`src/rtl/assert_macros.svh`:
```
// ----------------------------------------------------------------------------
// Assertion macros
// Concurrent assertion wrappers; empty when SYNTHESIS is defined.
// ----------------------------------------------------------------------------
`ifndef ASSERT_MACROS_SVH
`define ASSERT_MACROS_SVH

`ifndef SYNTHESIS

// property must hold at every clock edge outside reset
`define ASSERT_PROP(name, clk, rst, prop) \
   name: assert property (@(posedge clk) disable iff (rst) (prop)) \
      else $error("assertion failed");

// expression must never be true outside reset
`define ASSERT_NEVER(name, clk, rst, expr) \
   name: assert property (@(posedge clk) disable iff (rst) !(expr)) \
      else $error("forbidden condition seen");

`else

`define ASSERT_PROP(name, clk, rst, prop)
`define ASSERT_NEVER(name, clk, rst, expr)

`endif

`endif

```
`src/rtl/efd_pkg.sv`:
```
// ----------------------------------------------------------------------------
// Escaped frame decoder package
// Payload structs, classified item record, result kinds and register map.
// ----------------------------------------------------------------------------
`timescale 1ns / 1ps

package efd_pkg;

   localparam int unsigned QUEUE_DEPTH = 2;
   localparam int unsigned CSR_ADDR_W  = 5;
   localparam int unsigned CSR_DATA_W  = 32;

   typedef enum logic [1:0] {
      KIND_PAYLOAD  = 2'd0,
      KIND_COMPLETE = 2'd1,
      KIND_ABORTED  = 2'd2
   } kind_type;

   typedef enum logic [2:0] {
      REG_SOF_CHAR      = 3'd0,
      REG_EOF_CHAR      = 3'd1,
      REG_ESC_CHAR      = 3'd2,
      REG_LEGAL_LOW     = 3'd3,
      REG_LEGAL_HIGH    = 3'd4,
      REG_MAX_FRAME_LEN = 3'd5
   } reg_index_type;

   typedef struct packed {
      logic [7:0] rx_byte;
      logic       line_error;
   } req_type;

   typedef struct packed {
      kind_type    kind;
      logic [7:0]  payload;
      logic [15:0] frame_length;
   } rsp_type;

   typedef struct packed {
      logic [7:0]  sof_char;
      logic [7:0]  eof_char;
      logic [7:0]  esc_char;
      logic [7:0]  legal_low;
      logic [7:0]  legal_high;
      logic [15:0] max_frame_len;
   } cfg_type;

   // one received byte with its compare results, state independent
   typedef struct packed {
      logic [7:0] rx_byte;
      logic       line_error;
      logic       is_sof;
      logic       is_eof;
      logic       is_esc;
      logic       legal;
   } class_type;

endpackage

```
`src/rtl/efd_front.sv`:
```
// ----------------------------------------------------------------------------
// Escaped frame decoder front end
// Accepts received bytes and tags them against the special characters and
// the legal range before they enter the queue.
// ----------------------------------------------------------------------------
`timescale 1ns / 1ps

module efd_front import efd_pkg::*; (
   input  logic      req_valid,
   output logic      req_stall,
   input  req_type   req_data,
   input  cfg_type   cfg,
   input  logic      queue_full,
   output logic      push,
   output class_type push_data
);

   assign req_stall = queue_full;
   assign push      = req_valid && !queue_full;

   always_comb begin
      push_data.rx_byte    = req_data.rx_byte;
      push_data.line_error = req_data.line_error;
      push_data.is_sof     = (req_data.rx_byte == cfg.sof_char);
      push_data.is_eof     = (req_data.rx_byte == cfg.eof_char);
      push_data.is_esc     = (req_data.rx_byte == cfg.esc_char);
      push_data.legal      = (req_data.rx_byte >= cfg.legal_low) &&
                             (req_data.rx_byte <= cfg.legal_high);
   end

endmodule

```
`src/rtl/efd_queue.sv`:
```
// ----------------------------------------------------------------------------
// Escaped frame decoder queue
// Short FIFO of classified items between front end and frame engine.
// ----------------------------------------------------------------------------
`timescale 1ns / 1ps

module efd_queue import efd_pkg::*; #(
   parameter int unsigned DEPTH = QUEUE_DEPTH
) (
   input  logic      clock,
   input  logic      reset,
   input  logic      push,
   input  class_type push_data,
   input  logic      pop,
   output class_type pop_data,
   output logic      full,
   output logic      empty
);

   localparam int unsigned PTR_W = (DEPTH > 1) ? $clog2(DEPTH) : 1;
   localparam int unsigned CNT_W = $clog2(DEPTH + 1);

   class_type        entry_ff [DEPTH];
   logic [PTR_W-1:0] wr_ptr_ff, wr_ptr_in;
   logic [PTR_W-1:0] rd_ptr_ff, rd_ptr_in;
   logic [CNT_W-1:0] count_ff, count_in;

   assign full     = (count_ff == CNT_W'(DEPTH));
   assign empty    = (count_ff == '0);
   assign pop_data = entry_ff[rd_ptr_ff];

   always_comb begin
      wr_ptr_in = wr_ptr_ff;
      rd_ptr_in = rd_ptr_ff;
      if (push) begin
         wr_ptr_in = (wr_ptr_ff == PTR_W'(DEPTH - 1)) ? '0 : wr_ptr_ff + PTR_W'(1);
      end
      if (pop) begin
         rd_ptr_in = (rd_ptr_ff == PTR_W'(DEPTH - 1)) ? '0 : rd_ptr_ff + PTR_W'(1);
      end
      unique case ({push, pop})
         2'b10:   count_in = count_ff + CNT_W'(1);
         2'b01:   count_in = count_ff - CNT_W'(1);
         default: count_in = count_ff;
      endcase
   end

   always_ff @(posedge clock) begin
      if (reset) begin
         wr_ptr_ff <= '0;
         rd_ptr_ff <= '0;
         count_ff  <= '0;
      end else begin
         wr_ptr_ff <= wr_ptr_in;
         rd_ptr_ff <= rd_ptr_in;
         count_ff  <= count_in;
      end
   end

   always_ff @(posedge clock) begin
      if (push) begin
         entry_ff[wr_ptr_ff] <= push_data;
      end
   end

endmodule

```
`src/rtl/efd_back.sv`:
```
// ----------------------------------------------------------------------------
// Escaped frame decoder frame engine
// Holds the frame state, applies the deframing rules to each queued item
// and registers the result towards the output channel.
// ----------------------------------------------------------------------------
`timescale 1ns / 1ps
`include "assert_macros.svh"

module efd_back import efd_pkg::*; (
   input  logic      clock,
   input  logic      reset,
   input  class_type entry,
   input  logic      queue_empty,
   output logic      pop,
   input  logic [15:0] max_frame_len,
   output logic      rsp_valid,
   input  logic      rsp_stall,
   output rsp_type   rsp_data
);

   logic        inside_ff, inside_in;
   logic        esc_ff, esc_in;
   logic [15:0] count_ff, count_in;
   logic        rsp_valid_ff;
   rsp_type     rsp_data_ff;

   logic        emit;
   kind_type    res_kind;
   logic [7:0]  res_byte;
   logic [15:0] res_len;

   assign pop       = !queue_empty && (!rsp_valid_ff || !rsp_stall);
   assign rsp_valid = rsp_valid_ff;
   assign rsp_data  = rsp_data_ff;

   always_comb begin
      inside_in = inside_ff;
      esc_in    = esc_ff;
      count_in  = count_ff;
      emit      = 1'b0;
      res_kind  = KIND_ABORTED;
      res_byte  = '0;
      res_len   = count_ff;
      priority if (entry.line_error) begin
         emit      = inside_ff;
         inside_in = 1'b0;
         esc_in    = 1'b0;
         count_in  = '0;
      end else if (!inside_ff) begin
         if (entry.is_sof) begin
            inside_in = 1'b1;
            esc_in    = 1'b0;
            count_in  = '0;
         end
      end else if (!entry.legal) begin
         emit      = 1'b1;
         inside_in = 1'b0;
         esc_in    = 1'b0;
         count_in  = '0;
      end else if (!esc_ff && entry.is_eof) begin
         emit      = 1'b1;
         res_kind  = KIND_COMPLETE;
         inside_in = 1'b0;
         count_in  = '0;
      end else if (!esc_ff && entry.is_esc) begin
         esc_in = 1'b1;
      end else if (count_ff < max_frame_len) begin
         // literal after escape or plain data byte
         emit     = 1'b1;
         res_kind = KIND_PAYLOAD;
         res_byte = entry.rx_byte;
         res_len  = count_ff + 16'd1;
         esc_in   = 1'b0;
         count_in = count_ff + 16'd1;
      end else begin
         // length limit hit: drop
         emit      = 1'b1;
         inside_in = 1'b0;
         esc_in    = 1'b0;
         count_in  = '0;
      end
   end

   always_ff @(posedge clock) begin
      if (reset) begin
         inside_ff    <= 1'b0;
         esc_ff       <= 1'b0;
         count_ff     <= '0;
         rsp_valid_ff <= 1'b0;
      end else begin
         if (pop) begin
            inside_ff <= inside_in;
            esc_ff    <= esc_in;
            count_ff  <= count_in;
         end
         rsp_valid_ff <= (rsp_valid_ff && rsp_stall) || (pop && emit);
      end
   end

   always_ff @(posedge clock) begin
      if (pop && emit) begin
         rsp_data_ff.kind         <= res_kind;
         rsp_data_ff.payload      <= res_byte;
         rsp_data_ff.frame_length <= res_len;
      end
   end

   `ASSERT_PROP(a_idle_state_clear, clock, reset, !inside_ff |-> (count_ff == '0 && !esc_ff))
   `ASSERT_PROP(a_payload_len_nonzero, clock, reset, (rsp_valid_ff && rsp_data_ff.kind == KIND_PAYLOAD) |-> rsp_data_ff.frame_length != '0)
   `ASSERT_PROP(a_status_byte_zero, clock, reset, (rsp_valid_ff && rsp_data_ff.kind != KIND_PAYLOAD) |-> rsp_data_ff.payload == '0)
   `ASSERT_PROP(a_close_leaves_frame, clock, reset, (pop && emit && res_kind != KIND_PAYLOAD) |=> !inside_ff)

endmodule

```
`src/rtl/escaped_frame_decoder.sv`:
```
// Byte-stuffed frame decoder. Each accepted item is one received byte (or a
// line error); results are payload bytes, frame-complete and frame-aborted
// reports carrying the running or final payload length. The block sustains
// one item per clock while no result is stalled: a front end tags each byte
// against the start, end and escape characters and the legal range, a short
// queue decouples it from the frame engine, whose state update sets the rate.
// An accepted item is written into the queue, popped by the engine, and its
// result is held in the output register until taken; items that produce no
// result (bytes outside a frame, escape characters) still pass through the
// engine. The input stalls only once the queue has filled behind a stalled
// result. Registers should be written only while no item is in flight.
// ----------------------------------------------------------------------------
// Escaped frame decoder top level
// Configuration registers, front end, queue and frame engine.
// ----------------------------------------------------------------------------
`timescale 1ns / 1ps

module escaped_frame_decoder import efd_pkg::*; #(
   parameter int unsigned QUEUE_DEPTH_P = QUEUE_DEPTH
) (
   input  logic                  clock,
   input  logic                  reset,
   input  logic                  req_valid,
   output logic                  req_stall,
   input  req_type               req_data,
   output logic                  rsp_valid,
   input  logic                  rsp_stall,
   output rsp_type               rsp_data,
   input  logic                  csr_psel,
   input  logic                  csr_penable,
   input  logic                  csr_pwrite,
   input  logic [CSR_ADDR_W-1:0] csr_paddr,
   input  logic [CSR_DATA_W-1:0] csr_pwdata,
   output logic [CSR_DATA_W-1:0] csr_prdata,
   output logic                  csr_pready
);

   cfg_type       cfg_ff, cfg_in;
   reg_index_type reg_index;
   logic          csr_write;

   class_type     push_data;
   class_type     pop_data;
   logic          push;
   logic          pop;
   logic          queue_full;
   logic          queue_empty;

   assign csr_pready = 1'b1;
   assign csr_write  = csr_psel && csr_penable && csr_pwrite && csr_pready;
   assign reg_index  = reg_index_type'(csr_paddr[4:2]);

   always_comb begin
      cfg_in = cfg_ff;
      if (csr_write) begin
         unique case (reg_index)
            REG_SOF_CHAR:      cfg_in.sof_char      = csr_pwdata[7:0];
            REG_EOF_CHAR:      cfg_in.eof_char      = csr_pwdata[7:0];
            REG_ESC_CHAR:      cfg_in.esc_char      = csr_pwdata[7:0];
            REG_LEGAL_LOW:     cfg_in.legal_low     = csr_pwdata[7:0];
            REG_LEGAL_HIGH:    cfg_in.legal_high    = csr_pwdata[7:0];
            REG_MAX_FRAME_LEN: cfg_in.max_frame_len = csr_pwdata[15:0];
            default:           cfg_in = cfg_ff;
         endcase
      end
   end

   always_comb begin
      unique case (reg_index)
         REG_SOF_CHAR:      csr_prdata = CSR_DATA_W'(cfg_ff.sof_char);
         REG_EOF_CHAR:      csr_prdata = CSR_DATA_W'(cfg_ff.eof_char);
         REG_ESC_CHAR:      csr_prdata = CSR_DATA_W'(cfg_ff.esc_char);
         REG_LEGAL_LOW:     csr_prdata = CSR_DATA_W'(cfg_ff.legal_low);
         REG_LEGAL_HIGH:    csr_prdata = CSR_DATA_W'(cfg_ff.legal_high);
         REG_MAX_FRAME_LEN: csr_prdata = CSR_DATA_W'(cfg_ff.max_frame_len);
         default:           csr_prdata = '0;
      endcase
   end

   always_ff @(posedge clock) begin
      if (reset) begin
         cfg_ff.sof_char      <= 8'd2;
         cfg_ff.eof_char      <= 8'd3;
         cfg_ff.esc_char      <= 8'd27;
         cfg_ff.legal_low     <= 8'd0;
         cfg_ff.legal_high    <= 8'd255;
         cfg_ff.max_frame_len <= 16'd256;
      end else begin
         cfg_ff <= cfg_in;
      end
   end

   efd_front u_front (
      .req_valid  (req_valid),
      .req_stall  (req_stall),
      .req_data   (req_data),
      .cfg        (cfg_ff),
      .queue_full (queue_full),
      .push       (push),
      .push_data  (push_data)
   );

   efd_queue #(
      .DEPTH (QUEUE_DEPTH_P)
   ) u_queue (
      .clock     (clock),
      .reset     (reset),
      .push      (push),
      .push_data (push_data),
      .pop       (pop),
      .pop_data  (pop_data),
      .full      (queue_full),
      .empty     (queue_empty)
   );

   efd_back u_back (
      .clock         (clock),
      .reset         (reset),
      .entry         (pop_data),
      .queue_empty   (queue_empty),
      .pop           (pop),
      .max_frame_len (cfg_ff.max_frame_len),
      .rsp_valid     (rsp_valid),
      .rsp_stall     (rsp_stall),
      .rsp_data      (rsp_data)
   );

endmodule

```
`config.mk`:
```
export PLATFORM = sky130hd
export DESIGN_NAME = escaped_frame_decoder
export DESIGN_NICKNAME = d
export VERILOG_FILES = /design/src/rtl/efd_pkg.sv /design/src/rtl/efd_front.sv /design/src/rtl/efd_queue.sv /design/src/rtl/efd_back.sv /design/src/rtl/escaped_frame_decoder.sv
export VERILOG_INCLUDE_DIRS = /design/src /design/src/rtl
export SDC_FILE = /design/constraint.sdc
export NUM_CORES = 1
export LEC_CHECK = 0
export BUFFER_PORTS_ARGS = -buffer_cell sky130_fd_sc_hd__buf_4
export CAP_MARGIN = 10
export CORE_MARGIN = 1
export CORE_UTILIZATION = 48
export CTS_BUF_LIST = sky130_fd_sc_hd__clkbuf_8
export DETAILED_ROUTE_END_ITERATION = 12
export GPL_TIMING_DRIVEN = 0
export PLACE_DENSITY = 0.72
export SLEW_MARGIN = 0
export SYNTH_ARGS = -nofsm -noshare
export SYNTH_HDL_FRONTEND = slang
export SYNTH_SLANG_ARGS = --single-unit
```
`constraint.sdc`:
```
create_clock -name clock -period 2.2 [get_ports clock]
set_input_delay 0.22 -clock clock [delete_from_list [all_inputs] [get_ports clock]]
set_output_delay 0.22 -clock clock [all_outputs]
set_load 0.01 [all_outputs]
```
==> summary.md <==
| Metric | Value |
|---|---|
| Die X | `121 µm` |
| DRC | `0` |
| Cells after DPL | `between 900 and 1000` |
| Pint | `between 3000 and 4000 µW` |
| Cells after synthesis | `716` |
| Seq/Total Area, Yosys | `46.3%` |
| Crit path DAT | `between 2 and 3 ns` |
| Final setup fails | `25` |
| Cell Pwr Density | `648 nW/µm²` |
| Final core occ | `61.2%` |
| Tightest Pin Transition | `1.17 ns` |
| Vias in the first global route | `5460` |
| Hold Crit Depth | `3` |
| Number of flops mapped to enable cells by yosys | `52` |
| Filler cell count | `1208` |
| Worst Path Max Fanout | `7` |
| Die area | `14700 µm²` |
| Clock Path Buffers | `2` |
| Worst hold start | `csr_pwdata[10]` |
| Most used flip-flop cell after synthesis | `dfxtp_1` |
| Post-DP HPWL | `13000 µm` |
| Clk pwr share | `between 20 and 30%` |
| PnR Total Power | `5500 µW` |
| Row Count | `43` |
| First-pass GRT wire length | `28100 µm` |
| Sequential power share | `50.1%` |
| Post-synthesis cell type count | `55` |
| Startpoint types | `register` |
| Ant. Diodes | `0` |
| Worst hold-check path type | `in -> reg` |
| Worst reg-to-reg path cell count | `6` |
| Final Skew | `between 0.007 and 0.008 ns` |
| Maximum vdd drop | `roughly 0.29 mV` |
| Worst Hold End | `cfg_ff[10]` |
| DRT antenna net count | `0` |
| CP Capture Type | `register` |
| Post-synth top cells | `dfxtp_1, nor2_1, nand2_1, edfxtp_1, a21oi_1` |
| MaxCap Viol Count | `0` |
| WP data required | `2.58 ns` |
| Initial cell density of the core | `49.2%` |
| Design Area, Final | `8490 µm²` |
| Tmin final | `2.35 ns` |
| CTS tree | `done` |
| Clock root buffer master | `clkbuf_8` |
| Area of the multi-input gates | `around 3600 µm²` |
| IO Pins | `114` |
| Endpoints failing hold | `0` |
| Switching share of power | `between 20% and 30%` |
| Cell taking the most area after synthesis | `dfxtp_1` |
| Clock latency on the worst-skew pair | `0.46 ns` |
| Total CTS buffers | `17` |
| Initial antenna violation count | `0` |
| Ys async rst share | `0%` |
| Total core area | `13900 µm²` |
| Number of vias per cell | `around 5.5` |
| H-tree levels | `4` |
| RR Endpoint | `u_back.count_ff[10]` |
| Reg2reg start | `u_back.count_ff[1]` |
| Chip Height | `121 µm` |
| Wire length per cell | `roughly 17 µm` |
| Register area | `3200 µm²` |
| P_sw | `1640 µW` |
| Final Non-Filler Cells | `1040` |
| GRT overflow | `0` |
| Post-DP Area | `7720 µm²` |
| Status | `finished with violations` |
| Drt pass-1 iters | `5` |
| Largest net degree at the start of global routing | `28` |
| Final worst path period share | `107%` |
| Routed wire length | `18000 µm` |
| Synth Cell Area | `6830 µm²` |
| Area growth, synth to finish | `24.4%` |
| Initial DRC count | `407` |
| Top post-synthesis cells by area | `dfxtp_1, edfxtp_1, ha_1` |
| Warnings from Yosys | `0` |
| Failing checks | `setup timing` |
| Mapped Avg Cell Area | `9.53 µm²` |
| Clk slew on worst S/H paths | `0.07 ns` |
| PortBufs | `77` |
| Fmax | `426 MHz` |
| Routability Congestion | `0.943` |
| Worst setup margin | `-0.145 ns` |
| WS Path Type | `reg -> reg` |
| Via count | `5770` |
| Clock Sinks | `132` |
| Total GRT Usage | `25.5%` |
| R2r setup slk | `-0.15 ns` |
| Synth top area share | `23.5%` |
| Fin nets | `approximately 930` |
| Top-count cell post-synth | `dfxtp_1` |
| Layout cells sized above 1 | `24.5%` |
| Relative slew slack | `21.3%` |
| FF+latch count, synth | `about 130` |
| Combinational fraction of design power | `20.4%` |
| Unrepaired setup endpoints after global routing | `true` |
| Pleak | `0.00342 µW` |
| Final Max Tran Viols | `0` |
[worst max path at each step]
stage,from,to,slack [ns]
2_1_floorplan,u_back.count_ff[1],u_back.count_ff[8],-0.11
4_1_cts,u_back.count_ff[1],u_back.count_ff[7],-0.17
3_3_place_gp,cfg_ff[1],u_back.rsp_data[4],-0.46
3_5_place_dp,cfg_ff[1],u_back.rsp_data[4],-0.43
5_1_grt,u_back.count_ff[1],u_back.count_ff[7],-0.19
6_report,u_back.count_ff[1],u_back.count_ff[10],-0.15
[stage by stage]
step | worst slack (ns) | hold slack (ns) | setup TNS (ns)
after floorplan | -0.107 | 0.319 | -1.40
after global routing | -0.192 | 0.0164 | -3.14
after CTS | -0.173 | 0.00961 | -1.75
after global placement | -0.464 | 0.424 | -14.17
after detailed placement | -0.433 | 0.427 | -16.17
final | -0.145 | 0.0218 | -1.80
[cell families (layout without fill, tap and decap cells)]
kind of cell    after synthesis  in the layout  share of synthesized area (%)
compound gates              127            127                           12.2
fa+ha+maj                    34             34                           6.23
flops                       132            132                           46.3
mux                          42             42                           6.51
buf+inv                      85            214                           5.65
xor+xnor                     44             44                           5.65
other cells                   2             17                          0.110
simple gates                250            250                           17.3
[power by group through the flow]
stage / clock, µW / combinational (µW) / sequential [µW]
2_1_floorplan: 0 / 659 / 2810
3_3_place_gp: 0 / 967 / 2810
3_5_place_dp: 0 / 1000 / 2810
4_1_cts: 1650 / 1080 / 2760
5_1_grt: 1760 / 1220 / 2770
6_report: 1630 / 1120 / 2760
[cell usage in the layout (no fill, tap or decap), types with 5 or more instances in the layout]
| cell | Yosys | routed |
|---|---|---|
| a211o_1 | 16 | 16 |
| a21oi_1 | 42 | 38 |
| a22o_1 | 5 | 5 |
| a22oi_1 | 11 | 11 |
| a31oi_1 | 12 | 12 |
| and3_1 | 16 | 15 |
| buf_1 | 5 | 5 |
| buf_4 | 17 | 107 |
| clkbuf_1 | 25 | 19 |
| clkbuf_8 | 0 | 19 |
| clkinv_2 | 0 | 6 |
| conb_1 | 2 | 17 |
| dfxtp_1 | 80 | 59 |
| dfxtp_2 | 0 | 16 |
| dfxtp_4 | 0 | 5 |
| dlygate4sd3_1 | 0 | 8 |
| edfxtp_1 | 52 | 52 |
| ha_1 | 34 | 30 |
| inv_1 | 36 | 42 |
| mux2_2 | 9 | 9 |
| mux2i_1 | 32 | 31 |
| nand2_1 | 72 | 68 |
| nand2b_1 | 9 | 8 |
| nand3_1 | 20 | 20 |
| nand4_1 | 17 | 17 |
| nor2_1 | 74 | 64 |
| nor2_4 | 0 | 6 |
| nor2b_1 | 14 | 14 |
| nor3_1 | 7 | 6 |
| o21ai_0 | 17 | 15 |
| xnor2_1 | 32 | 32 |
| xor2_1 | 12 | 11 |
[metal layers]
layer | global-route usage (%) | vias to the layer above | routed length [µm]
met1 | 32.8 | 2738 | 7680
met3 | 5.17 | 39 | 1380
li1 | - | 2762 | -
met2 | 41.3 | 231 | 8490
met4 | 11.9 | 0 | 461
met5 | 0 | - | 0
[what timing repair did]
action / in CTS / in global routing
endpoints found under the hold margin: 9 / 0
gates cloned: 2 / 0
hold buffers: 8 / 0
pin swaps: 12 / 12
buffers inserted: 9 / 3
gates resized for setup: 49 / 31
endpoints found under the setup margin: 66 / 44
[state kept, by name, summed over array words and instances, names as in the netlist, 2 cells and up, named ones only]
signal            count
cfg_ff               56
u_back.count_ff      16
u_back.rsp_data      26
u_queue.count_ff      2
u_queue.entry_ff     26
[area by class of cell]
cell class                      instances  area share, %
Inverter                               36           1.59
Timing Repair Buffer                   99           9.06
Sequential cell                       132           37.7
Clock buffer                           17           2.76
Buffer                                 47           3.39
Multi-Input combinational cell        514           42.1
Clock inverter                         15          0.752
Tap cell                              180           2.65
[worst max-delay path: stages (launching register included)]
cell	delay [ns]
dfxtp_4	0.36
ha_4	0.23
a2111o_1	0.40
a31o_4	0.27
or3_4	0.38
or4_1	0.48
a31oi_1	0.14
Note: power is estimated with default switching activity, not from simulation.
